File: config.mk
export PLATFORM = sky130hd
export DESIGN_NAME = sorted_event_queue
export DESIGN_NICKNAME = d
export VERILOG_FILES = /design/src/rtl/seq_pkg.sv /design/src/rtl/sorted_event_queue.sv
export SDC_FILE = /design/constraint.sdc
export NUM_CORES = 1
export LEC_CHECK = 0
export ABC_AREA = 0
export BUFFER_PORTS_ARGS = -buffer_cell sky130_fd_sc_hd__buf_2
export CORE_AREA = 8 8 232 234
export CTS_BUF_LIST = sky130_fd_sc_hd__clkbuf_8
export DETAILED_ROUTE_END_ITERATION = 16
export DIE_AREA = 0 0 240 242
export PLACE_DENSITY = 0.78
export RECOVER_POWER = 50
export SYNTH_ARGS = -nofsm -noshare
export SYNTH_HDL_FRONTEND = slang
export SYNTH_SLANG_ARGS = --single-unit
File: constraint.sdc
create_clock -name clk -period 7.7 [get_ports clk]
set_clock_uncertainty 0.15 [all_clocks]
set_input_delay 1.54 -clock clk [delete_from_list [all_inputs] [get_ports clk]]
set_output_delay 1.54 -clock clk [all_outputs]
set_load 0.03 [all_outputs]
File: src/rtl/seq_pkg.sv
// shared types and codes for the sorted event queue
// no dependencies
package seq_pkg;

    // request opcode carried on the mode input
    localparam logic MODE_PUSH = 1'b0;
    localparam logic MODE_POP  = 1'b1;

    typedef enum logic [2:0] {
        ST_IDLE = 3'b001,
        ST_POP  = 3'b010,
        ST_SCAN = 3'b100
    } seq_state_t;

endpackage

File: src/rtl/sorted_event_queue.sv
// sorted event queue: future-event list in one circular memory, earliest first
// depends on seq_pkg
//
// usage
//   a request is taken at a rising edge where start is high and busy is low;
//   mode selects push (store event_code at event_time) or pop (remove the
//   earliest entry). every request gives one result, shown for one cycle with
//   done high; the receiver cannot hold it off.
//   entries with equal times leave in arrival order.
// request handling
//   pop of a held entry: the head entry is read into a register at the request
//   edge, busy is high in the pop state, and done is raised as it ends.
//   pop on an empty store or push into a full store: done is raised at the
//   request edge itself, busy stays low; overflow flags the dropped push.
//   push: the scan walks down from the tail; each held entry later than the
//   new time is read and moved up one place per cycle through the single read
//   and write port, and done is raised at the edge that writes the new entry.
//   a new request may be given while done is high.
// reset
//   rst_n clears the fill count and the head pointer; the memory is not
//   cleared; slots not yet written may be read, but their data is not used.
module sorted_event_queue #(
    parameter int DEPTH     = 16,
    parameter int TIME_BITS = 32,
    parameter int CODE_BITS = 8
) (
    input  logic                         clk,
    input  logic                         rst_n,
    input  logic                         start,
    output logic                         busy,
    input  logic                         mode,
    input  logic [CODE_BITS-1:0]         event_code,
    input  logic [TIME_BITS-1:0]         event_time,
    output logic                         done,
    output logic                         pop_valid,
    output logic [CODE_BITS-1:0]         out_code,
    output logic [TIME_BITS-1:0]         out_time,
    output logic                         overflow,
    output logic [$clog2(DEPTH+1)-1:0]   fill_level
);

    import seq_pkg::*;

    localparam int AW = $clog2(DEPTH);
    localparam int CW = $clog2(DEPTH + 1);
    localparam int SW = CW + 1;

    typedef struct packed {
        logic [TIME_BITS-1:0] tim;
        logic [CODE_BITS-1:0] code;
    } entry_t;

    entry_t mem [DEPTH];
    entry_t rd_data_reg;
    entry_t wr_data;
    logic   wr_en;
    logic [AW-1:0] wr_addr;
    logic [AW-1:0] rd_addr;

    seq_state_t state_reg, state_next;
    logic [AW-1:0] head_reg, head_next;
    logic [CW-1:0] count_reg, count_next;
    logic [CW-1:0] idx_reg, idx_next;
    logic [AW-1:0] wptr_reg, wptr_next;
    logic [AW-1:0] rptr_reg, rptr_next;
    entry_t        new_reg, new_next;

    logic                 done_reg, done_next;
    logic                 pop_valid_reg, pop_valid_next;
    logic [CODE_BITS-1:0] out_code_reg, out_code_next;
    logic [TIME_BITS-1:0] out_time_reg, out_time_next;
    logic                 overflow_reg, overflow_next;
    logic [CW-1:0]        fill_level_reg, fill_level_next;

    logic [SW-1:0] tail_sum;
    logic [AW-1:0] tail_ptr;
    logic          accept;

    function automatic logic [AW-1:0] ptr_inc(input logic [AW-1:0] p);
        logic [AW-1:0] r;
        if (p == AW'(DEPTH - 1))
            r = '0;
        else
            r = p + AW'(1);
        return r;
    endfunction

    function automatic logic [AW-1:0] ptr_dec(input logic [AW-1:0] p);
        logic [AW-1:0] r;
        if (p == '0)
            r = AW'(DEPTH - 1);
        else
            r = p - AW'(1);
        return r;
    endfunction

    assign accept = start && (state_reg == ST_IDLE);

    // physical slot just past the last held entry
    assign tail_sum = SW'(head_reg) + SW'(count_reg);
    assign tail_ptr = (tail_sum >= SW'(DEPTH)) ? AW'(tail_sum - SW'(DEPTH)) : AW'(tail_sum);

    always_comb
    begin
        state_next      = state_reg;
        head_next       = head_reg;
        count_next      = count_reg;
        idx_next        = idx_reg;
        wptr_next       = wptr_reg;
        rptr_next       = rptr_reg;
        new_next        = new_reg;
        done_next       = 1'b0;
        pop_valid_next  = pop_valid_reg;
        out_code_next   = out_code_reg;
        out_time_next   = out_time_reg;
        overflow_next   = overflow_reg;
        fill_level_next = fill_level_reg;
        wr_en           = 1'b0;
        wr_addr         = wptr_reg;
        wr_data         = new_reg;
        rd_addr         = head_reg;

        unique case (state_reg)
            ST_IDLE:
            begin
                if (accept)
                begin
                    if (mode == MODE_POP)
                    begin
                        if (count_reg == '0)
                        begin
                            done_next       = 1'b1;
                            pop_valid_next  = 1'b0;
                            out_code_next   = '0;
                            out_time_next   = '0;
                            overflow_next   = 1'b0;
                            fill_level_next = count_reg;
                        end
                        else
                        begin
                            rd_addr    = head_reg;
                            head_next  = ptr_inc(head_reg);
                            count_next = count_reg - CW'(1);
                            state_next = ST_POP;
                        end
                    end
                    else if (count_reg == CW'(DEPTH))
                    begin
                        done_next       = 1'b1;
                        pop_valid_next  = 1'b0;
                        out_code_next   = '0;
                        out_time_next   = '0;
                        overflow_next   = 1'b1;
                        fill_level_next = count_reg;
                    end
                    else
                    begin
                        // walk down from the tail, reading the entry below the hole
                        new_next.tim  = event_time;
                        new_next.code = event_code;
                        wptr_next     = tail_ptr;
                        rptr_next     = ptr_dec(tail_ptr);
                        rd_addr       = ptr_dec(tail_ptr);
                        idx_next      = count_reg;
                        state_next    = ST_SCAN;
                    end
                end
            end

            ST_POP:
            begin
                done_next       = 1'b1;
                pop_valid_next  = 1'b1;
                out_code_next   = rd_data_reg.code;
                out_time_next   = rd_data_reg.tim;
                overflow_next   = 1'b0;
                fill_level_next = count_reg;
                state_next      = ST_IDLE;
            end

            ST_SCAN:
            begin
                // rd_data_reg holds the entry at rptr_reg; next read issued ahead
                rd_addr = ptr_dec(rptr_reg);
                wr_en   = 1'b1;
                wr_addr = wptr_reg;
                if ((idx_reg != '0) && (rd_data_reg.tim > new_reg.tim))
                begin
                    wr_data   = rd_data_reg;
                    wptr_next = rptr_reg;
                    rptr_next = ptr_dec(rptr_reg);
                    idx_next  = idx_reg - CW'(1);
                end
                else
                begin
                    wr_data         = new_reg;
                    count_next      = count_reg + CW'(1);
                    done_next       = 1'b1;
                    pop_valid_next  = 1'b0;
                    out_code_next   = '0;
                    out_time_next   = '0;
                    overflow_next   = 1'b0;
                    fill_level_next = count_reg + CW'(1);
                    state_next      = ST_IDLE;
                end
            end

            default:
            begin
                state_next = ST_IDLE;
            end
        endcase
    end

    always_ff @(posedge clk)
    begin
        if (wr_en)
        begin
            mem[wr_addr] <= wr_data;
        end
        rd_data_reg <= mem[rd_addr];
    end

    always_ff @(posedge clk or negedge rst_n)
    begin
        if (!rst_n)
        begin
            state_reg <= ST_IDLE;
            head_reg  <= '0;
            count_reg <= '0;
            done_reg  <= 1'b0;
        end
        else
        begin
            state_reg <= state_next;
            head_reg  <= head_next;
            count_reg <= count_next;
            done_reg  <= done_next;
        end
    end

    always_ff @(posedge clk)
    begin
        idx_reg        <= idx_next;
        wptr_reg       <= wptr_next;
        rptr_reg       <= rptr_next;
        new_reg        <= new_next;
        pop_valid_reg  <= pop_valid_next;
        out_code_reg   <= out_code_next;
        out_time_reg   <= out_time_next;
        overflow_reg   <= overflow_next;
        fill_level_reg <= fill_level_next;
    end

    assign busy       = (state_reg != ST_IDLE);
    assign done       = done_reg;
    assign pop_valid  = pop_valid_reg;
    assign out_code   = out_code_reg;
    assign out_time   = out_time_reg;
    assign overflow   = overflow_reg;
    assign fill_level = fill_level_reg;

    a_count_bound: assert property (@(posedge clk) disable iff (!rst_n)
        count_reg <= CW'(DEPTH))
        else $error("fill count above depth");

    a_overflow_full: assert property (@(posedge clk) disable iff (!rst_n)
        (done && overflow) |-> (fill_level == CW'(DEPTH)))
        else $error("overflow reported below full");

    a_pop_no_overflow: assert property (@(posedge clk) disable iff (!rst_n)
        (done && pop_valid) |-> !overflow)
        else $error("pop and overflow together");

    a_request_progress: assert property (@(posedge clk) disable iff (!rst_n)
        (start && !busy) |=> (busy || done))
        else $error("request taken without work or result");

    a_scan_index: assert property (@(posedge clk) disable iff (!rst_n)
        (state_reg == ST_SCAN) |-> (idx_reg <= count_reg))
        else $error("insert scan index beyond held entries");

endmodule

Yosys cells after proc, flatten, opt, wreduce, memory -nomap -nowiden
Memory sizes are Yosys's and may differ from the RTL's. A register that Yosys moved wholly into a read port is not among the register bits.
Cells that the tools add are included.
{"block": "totals", "ff_bits": 113, "ram_bits": 640, "in_bits": 44, "n_memories": 1}
{"name": "mem", "depth": 16, "word_bits": 40, "read_ports": 1, "rd_ports_with_merged_regs": 1, "write_ports": 1, "line_no": "sorted_event_queue.sv:53", "text": "entry_t mem [DEPTH];"}
{"block": "op_classes", "n_addsub": 8, "n_lt_le_gt_ge": 2, "n_eq_ne": 17, "mux": 72, "bitwise": 3, "n_reduce_logical": 14}
{"operator": "32-bit two-way mux", "count": 5}
{"operator": "32-bit one-hot mux with 3 select lines", "count": 1}
{"operator": "40-bit two-way mux", "count": 2}
{"operator": "4-bit two-way mux", "count": 15}
{"operator": "5-bit two-way mux", "count": 12}
{"operator": "8-bit two-way mux", "count": 5}
{"operator": "32-bit greater-than comparator", "count": 1}
{"operator": "4-bit one-hot mux with 2 select lines", "count": 3}
{"operator": "8-bit one-hot mux with 3 select lines", "count": 1}
{"operator": "5-bit one-hot mux with 2 select lines", "count": 2}
{"operator": "1-bit two-way mux", "count": 16}
{"operator": "3-bit two-way mux", "count": 5}
{"operator": "5-bit one-hot mux with 3 select lines", "count": 1}
{"operator": "5-bit AND reduction", "count": 3}
{"operator": "2-bit != test, second input constant", "count": 7}
{"operator": "4-bit AND reduction", "count": 3}
{"operator": "4-bit by 1-bit subtractor with 4-bit output, second input constant", "count": 3}
{"operator": "5-bit by 1-bit subtractor with 5-bit output, second input constant", "count": 2}
{"operator": "1-bit one-hot mux with 3 select lines", "count": 3}
{"operator": "4-bit zero test", "count": 2}
{"operator": "4-bit by 5-bit adder with 6-bit output", "count": 1}
{"operator": "6-bit by 5-bit >= comparator with 1-bit output, second input constant", "count": 1}
{"operator": "3-bit by 2-bit != test with 1-bit output, second input constant", "count": 2}
{"operator": "3-bit != test, second input constant", "count": 2}
{"operator": "15 further kinds", "count": 18}

Logic depth before layout (Yosys ltp)
Gate-level depths: netlist of the first run.
{"block": "logic_depth", "word_depth": 9, "ltp_mapped": 13, "mapped_depth_nobuf": 10}

Least setup slack after synthesis of the first run
No wires, ideal clock.
{"block": "synth_path", "kind": "flip-flop to flip-flop", "start": "register state_reg[1]", "end": "memory mem[2][0] (netlist name), enable pin", "setup_time_ns": 0.487, "arrival_ns": 4.539, "required_time_ns": 7.063, "slack_ns": 2.524, "stages_incl_launch_ff": 8, "n_path_buf": 3, "path_cell_list": "dfrtp_1 -> or3b_1 -> clkbuf_1 -> inv_1 -> clkbuf_1 -> buf_1 -> nand3b_1 -> nor3_1"}
{"block": "synth_via", "elab_chain_len": 4}
{"item": "from (decl)", "line_no": "sorted_event_queue.sv:60", "text": "seq_state_t state_reg, state_next;"}
{"item": "from (signal assigned)", "line_no": "sorted_event_queue.sv:235", "text": "state_reg <= state_next;"}
{"item": "3-bit equality test", "line_no": "sorted_event_queue.sv:123", "text": "unique case (state_reg)"}
{"item": "1-bit two-way mux", "line_no": "sorted_event_queue.sv:123"}
{"item": "1-bit two-way mux", "line_no": "sorted_event_queue.sv:217", "text": "if (wr_en)"}
{"item": "1-bit two-way mux (implied by the code)", "line_no": "sorted_event_queue.sv:219", "text": "mem[wr_addr] <= wr_data;"}
{"item": "to (decl)", "line_no": "sorted_event_queue.sv:53"}
No other way between the ends.

Final worst setup path of the first run
{"block": "layout_path", "start": "register state_reg[1]", "end": "memory mem[9][32] (netlist name), enable pin"}
Same word-level chain as after synthesis.

==> results by group, run 1 <==
Outcome
  • Status: finished with violations
  • Violated checks: max-capacitance violations, max-slew violations

Pwr
  • LEAKAGE: 12.8 nW
  • Logic pwr share: 0.364
  • Sequential power share: 0.395
  • Cell-internal power: 8.95 mW
  • Clk pwr share: 0.240
  • IR Drop Worst-Case VDD: 556 uV
  • Sw Ratio: 0.353
  • P per Cell Area: 390 mW/mm^2
  • Switching power: 4.88 mW

Min path
  • Hold Path Class: register to register

Floorplan
  • I/O pin total: 93
  • Placeable Area: 0.0505 sq mm
  • Die Footprint: 0.0581 sq mm
  • Die Width: 240 microns
  • Die height: 242 microns
  • Initial Utilization: 0.637
  • Num rows: 83

Yosys
  • Share of the synthesized area in the top cell type: 0.691
  • Synth Net Count: 2043
  • Post-synth EDFFs: 740
  • Synth Register Bits: 793
  • Synth area leader: edfxtp_1
  • Syn Area/Cell: 16.5 sq um
  • Ys async rst share: 0.0164
  • Post-Syn Area: 0.0322 sq mm
  • Register area share after synthesis: 0.726
  • Netlist cell types: 65
  • Syn. warnings: 0
  • Count leader, synth: edfxtp_1
  • Syn Inst Count: 1951
  • Commonest cells post-synth: edfxtp_1 (740), mux2i_1 (318), nand2_1 (135)
  • Main flop type after synthesis: edfxtp_1
  • Synth area leaders: edfxtp_1 (69%), mux2i_1 (9.9%), dfxtp_1 (2.5%), mux2_2 (2.4%), ha_1 (1.8%)

Global routing
  • Antenna violations before repair: 1
  • Largest net degree at the start of global routing: 163
  • Remaining Overflow, GRT: 0
  • Vias in the first global route: 17800
  • Gr usage total: 0.250
  • First-pass GRT wire length: 108 mm

Placed design
  • Hpwl dp: 39.4 mm
  • Placed instance area: 0.0333 sq mm
  • Placed Instances: 2655
  • Port Buf Inserts: 92
  • GP Congestion: 0.874

Worst setup path
  • Critical path startpoint category: register
  • Req. time, crit path: 7.84 ns
  • Slowest cell on crit path: nor2_1
  • CP delay by family, top: simple AND/OR/NAND/NOR gates
  • Largest stage delay, worst path: 2.35 ns
  • Crit path kind: register to register
  • Buf+Inv Stages, Crit Path: 2
  • CP Max Fanout: 27
  • Crit path capture type: register
  • Critical path, cell by cell: or3b_1 > clkbuf_1 > nor2_1 > nand2_1 > nor2_1 > clkbuf_1
  • Critical Path AT: 6.23 ns

Finish
  • Fin area: 0.0355 sq mm
  • Final Non-Filler Cells: 2883
  • Nets: 2190
  • Fraction of layout cells with a size suffix above 1: 0.139
  • Area grow syn2layout: 10.2%
  • Max FFs per register: 640

Clock tree
  • Worst-skew pair later-pin latency: 0.73 ns
  • Post-CTS Setup Inserts: 0
  • Post-CTS Resized: 0
  • CTS hold repair buffers: 0
  • Root Driver: clkbuf_8
  • # H-tree levels: 3
  • TritonCTS clock tree: yes
  • Bufs on Longest Clock Path: 3
  • Clk slew on worst S/H paths: 0.06 ns
  • Total CTS buffers: 121
  • Clock sink count: 793

Drt
  • Drt first pass iters: 6
  • Starting DRT DRC Count: 1793
  • DRC: 0
  • Routed wire length: 73.2 mm
  • Via/cell ratio: 6.15
  • Vias: 17700
  • Routed length per placed instance: 25.4 microns
  • Routed Antenna Nets: 0

Timing
  • Final setup viols: 0
  • Min cycle time layout: 6.10 ns
  • Part of the cycle the worst path needs: 0.792
  • Slew Viols, Final: 441
  • Final Hold Vio Count: 0
  • Worst rel slew slack: -1.25
  • FMAX: 164 MHz
  • Setup TNS: 0 ns
  • Slew @ Worst Pin: 3.38 ns
  • Unrepaired setup endpoints after global routing: false

Flow run
  • Max-cap check violation count: 18
kinds of logic after synthesis:
kind of cell / share of synthesized area
AOI/OAI and AO/OA: 0.0563
xor gates and xnor gates: 0.00354
adders and majority gates: 0.0189
buffers and inverters: 0.0256
DFF: 0.726
muxes: 0.132
and+or+nand+nor: 0.0382
worst reg2reg max path, stage by stage, from the launching register on:
cell and delay [ns]:
dfrtp_1 0.40, or3b_1 0.37, clkbuf_1 0.51, nor2_1 0.25, nand2_1 0.14, nor2_1 2.35, clkbuf_1 1.48
power groups by stage:
stage,clock network [mW],logic [mW],registers (mW)
2_1_floorplan,0,3.81,5.57
3_3_place_gp,0,4.88,5.53
3_5_place_dp,0,5.01,5.55
4_1_cts,3.37,5.03,5.46
5_1_grt,3.56,5.39,5.50
6_report,3.33,5.04,5.47
metrics by stage:
step / setup WS [ns] / hold slack (ns) / total power, mW / util
6_report: 1.60 / 0.379 / 13.8 / 0.703
4_1_cts: 2.95 / 0.344 / 13.9 / 0.707
2_1_floorplan: 2.52 / 0.302 / 9.38 / -
5_1_grt: 1.43 / 0.410 / 14.4 / 0.703
3_5_place_dp: 2.69 / 0.335 / 10.6 / 0.660
3_3_place_gp: 2.76 / 0.321 / 10.4 / 0.660
area by class of cell:
type / count / area, sq um
Antenna cell: 1 / 2.50
Clock buffer: 138 / 1900
Clock inverter: 89 / 468
Fill cell: 3285 / 15000
Inverter: 47 / 181
Multi-Input combinational cell: 1008 / 8050
Sequential cell: 793 / 23300
Tap cell: 680 / 851
Timing Repair Buffer: 127 / 662
cells in the final DEF, fill, tap and decap left out, types with 20 or more instances in the layout:
cell type,instances
mux2_2,69
ha_1,47
a22oi_1,39
nand2_1,135
mux2_1,23
dfxtp_1,40
o22ai_1,33
o221ai_1,40
o21ai_0,45
buf_2,34
inv_1,92
clkbuf_8,138
edfxtp_1,740
clkbuf_1,71
nor2_1,32
and2_0,31
clkinv_1,20
mux2i_1,318
o21ai_1,54
worst paths after layout:
path	cells past startpoint	end	slack, ns	start
min in group asynchronous	1	count_reg[0]	0.72	rst_n
worst min register to register	2	state_reg[0]	0.38	state_reg[0]
worst max register to register	6	mem[9][32]	1.60	state_reg[1]
worst max-delay path	6	mem[9][32]	1.60	state_reg[1]
max in group asynchronous	1	head_reg[0]	6.19	rst_n
worst min-delay path	2	state_reg[0]	0.38	state_reg[0]
layer usage:
layer	global-route usage	part of all wire	vias up
met5	0	0	-
met4	0.100	0.034	0
met3	0.0450	0.085	158
met2	0.399	0.48	883
met1	0.340	0.40	8819
li1	-	-	7878
Note: power is estimated with default switching activity, not from simulation.
==> run 2, diff against run 1 <==
ABC_AREA = 1   (was 0)
CORE_AREA = 8 8 248 250   (was 8 8 232 234)
DIE_AREA = 0 0 256 258   (was 0 0 240 242)
PLACE_DENSITY = 0.73   (was 0.78)
clock period = 5 ns   (was 7.7 ns; I/O delays follow)
==> results by group, run 2 <==
Yosys
  • Synth Net Count: 2929 (+43%)
  • Synth Area in Simple Gates: 0.213 (+0.175)
  • Count leader, synth: nand3_1
  • Post-Synth XOR/XNOR Area: 0.00186 (-0.00168)
  • Synth Area in Adders: 0.0184 (-0.000468)
  • Synth area leader: edfxtp_1
  • Post-synth EDFFs: 740 (unchanged)
  • Synth area leaders: edfxtp_1 (67%), nand3_1 (12%), nand2_1 (7.3%), dfxtp_1 (2.4%), ha_1 (1.8%)
  • Register area share after synthesis: 0.708 (-0.0180)
  • Synth Area in Compound Gates: 0.0175 (-0.0388)
  • Syn. warnings: 0 (unchanged)
  • Share of the synthesized area in the top cell type: 0.674 (-0.0171)
  • Post-Syn Area: 0.0330 sq mm (+2.5%)
  • Syn Area/Cell: 11.6 sq um (-29%)
  • Ys async rst share: 0.0164 (unchanged)
  • Mux contribution to synthesized area: 0 (-0.132)
  • Commonest cells post-synth: nand3_1 (823), edfxtp_1 (740), nand2_1 (645)
  • Synth Register Bits: 793 (unchanged)
  • Syn Inst Count: 2837 (+45%)
  • Main combinational cell family by area after synthesis: simple AND/OR/NAND/NOR gates
  • Main flop type after synthesis: edfxtp_1
  • Netlist cell types: 39 (-40%)

Global routing
  • Remaining Overflow, GRT: 0 (unchanged)
  • Vias in the first global route: 22400 (+26%)
  • Largest net degree at the start of global routing: 202 (+24%)
  • Antenna violations before repair: 3 (+2)
  • First-pass GRT wire length: 130 mm (+20%)
  • Gr usage total: 0.252 (+0.00222)

Clock tree
  • # H-tree levels: 3 (unchanged)
  • Bufs on Longest Clock Path: 3 (unchanged)
  • Root Driver: clkbuf_8
  • Clk slew on worst S/H paths: 0.06 ns (about the same)
  • Post-CTS Setup Inserts: 0 (unchanged)
  • Total CTS buffers: 121 (unchanged)
  • TritonCTS clock tree: yes
  • Worst-skew pair later-pin latency: 0.74 ns (about the same)
  • Clock sink count: 793 (unchanged)

Drt
  • Vias: 22800 (+28%)
  • Drt first pass iters: 6 (unchanged)
  • Via/cell ratio: 5.98 (-2.9%)
  • Routed wire length: 85.4 mm (+17%)
  • Starting DRT DRC Count: 2814 (+57%)
  • Routed Antenna Nets: 0 (unchanged)
  • DRC: 0 (unchanged)
  • Routed length per placed instance: 22.4 microns (-12%)

Finish
  • Area grow syn2layout: 10.5%
  • Fraction of layout cells with a size suffix above 1: 0.0858 (-0.0527)
  • Final Non-Filler Cells: 3808 (+32%)
  • Max FFs per register: 640 (unchanged)
  • Nets: 3026 (+38%)
  • Commonest cells after routing, fill and taps aside: nand3_1 (825), edfxtp_1 (740), nand2_1 (646)
  • Filler cells: 4322 (+32%)
  • Most common cell after layout, fill and taps aside: nand3_1

Worst setup path
  • Setup crit start: state_reg[0]
  • Crit path capture type: register
  • RR Startpoint: state_reg[0]
  • Critical path startpoint category: register
  • Crit path kind: register to register
  • Critical Path AT: 4.76 ns (-1.47 ns)
  • CP Max Fanout: 21 (-22%)
  • Req. time, crit path: 5.23 ns (-2.61 ns)

Pwr
  • Switching power: 11.2 mW (+130%)
  • Sw Ratio: 0.442 (+0.0889)
  • LEAKAGE: 13.9 nW (+9.0%)
  • Clk pwr share: 0.204 (-0.036)
  • Logic pwr share: 0.468 (+0.104)
  • Pwr Total: 25.3 mW (+83%)
  • Sequential power share: 0.328 (-0.067)
  • IR Drop Worst-Case VDD: 786 uV (+41%)
  • P per Cell Area: 695 mW/mm^2 (+78%)
  • Cell-internal power: 14.2 mW (+58%)

Timing
  • Unrepaired setup endpoints after global routing: false
  • FMAX: 221 MHz (+35%)
  • Final setup viols: 0 (unchanged)
  • Slew @ Worst Pin: 2.76 ns (-0.622 ns)
  • Slew Viols, Final: 244 (-45%)
  • Worst rel slew slack: -0.845 (+0.408)
  • Min cycle time layout: 4.53 ns (-1.57 ns)
  • Setup TNS: 0 ns (unchanged)
  • Part of the cycle the worst path needs: 0.905 (+0.114)
  • Final Hold Vio Count: 0 (unchanged)

Flow run
  • Max-cap check violation count: 9 (-9)

Floorplan
  • Initial Utilization: 0.575 (-0.0623)
  • Placeable Area: 0.0574 sq mm (+14%)
  • Die Width: 256 microns (+6.7%)
  • Die Footprint: 0.0660 sq mm (+14%)
  • I/O pin total: 93 (unchanged)
  • Num rows: 88 (+6.0%)
  • Die height: 258 microns (+6.6%)

Min path
  • Hold path start: event_time[7]
  • Hold Path Class: input pin to register

Placed design
  • Port Buf Inserts: 92 (unchanged)
  • GP Congestion: 0.809 (-7.4%)
  • Hpwl dp: 43.7 mm (+11%)
  • Placed Instances: 3575 (+35%)

Outcome
  • Status: finished with violations
  • Violated checks: max-capacitance violations, max-slew violations
==> run 2: area by class of cell <==
class	count	area (sq um)	share of cell area
tap	765	957	0.0263
clock inverter	99	548	0.0150
multi-input combinational	1738	8340	0.229
inverter	126	478	0.0131
timing repair buffer	154	955	0.0262
clock buffer	132	1820	0.0498
antenna	1	2.50	0.0000687
sequential	793	23300	0.641
==> run 2: routing by layer <==
metal | share of wire | GRT usage | vias up
met3 | 0.098 | 0.0448 | 244
met4 | 0.036 | 0.104 | 4
met1 | 0.38 | 0.320 | 11000
li1 | - | - | 10300
met2 | 0.49 | 0.429 | 1251
met5 | 0.00029 | 0 | -
==> run 2: kinds of logic after synthesis <==
| kind of cell | count (synthesis) |
|---|---|
| DFF | 793 |
| buffers and inverters | 306 |
| xor gates and xnor gates | 7 |
| and+or+nand+nor | 1572 |
| AOI/OAI and AO/OA | 111 |
| adders and majority gates | 48 |
==> run 2: timing repair <==
item	CTS	global route
resized for setup	0	0
endpoints found under the hold margin	12	0
hold buffers	1	0
==> run 2: path summary, 6_finish.rpt <==
kind	cells after the start	end	slack, ns
max	6	mem[5][0]	0.47
min	1	new_reg[15]	0.29
max reg2reg	6	mem[5][0]	0.47
min reg2reg	2	out_code[7]	0.40
max in group asynchronous	2	head_reg[1]	3.46
min in group asynchronous	2	count_reg[4]	0.77
==> run 2: power groups by stage <==
stage               logic, mW  registers, mW  clock network (mW)
finish                   11.9           8.32                5.17
global route             13.1           8.36                5.50
CTS                      11.8           8.31                5.23
detailed placement       11.8           8.45                   0
global placement         11.5           8.42                   0
floorplan                8.49           8.56                   0
==> run 2: per-stage QoR <==
stage                     cell area [sq um]   util  hold WS (ns)  worst slack [ns]
after floorplan                       33000      -         0.343              1.04
after global placement                34400  0.601         0.364             0.822
after detailed placement              34400  0.601         0.399             0.619
after CTS                             36800  0.642         0.229             0.630
after global routing                  36400  0.635         0.264             0.344
final                                 36400  0.635         0.290             0.473
==> run 2: worst max-delay path: stages (launching register included) <==
cell,delay [ns]
dfstp_1,0.39
clkinv_1,0.05
nand3_1,0.09
inv_1,0.61
nand2_1,0.25
nor2_1,2.08
buf_4,0.55
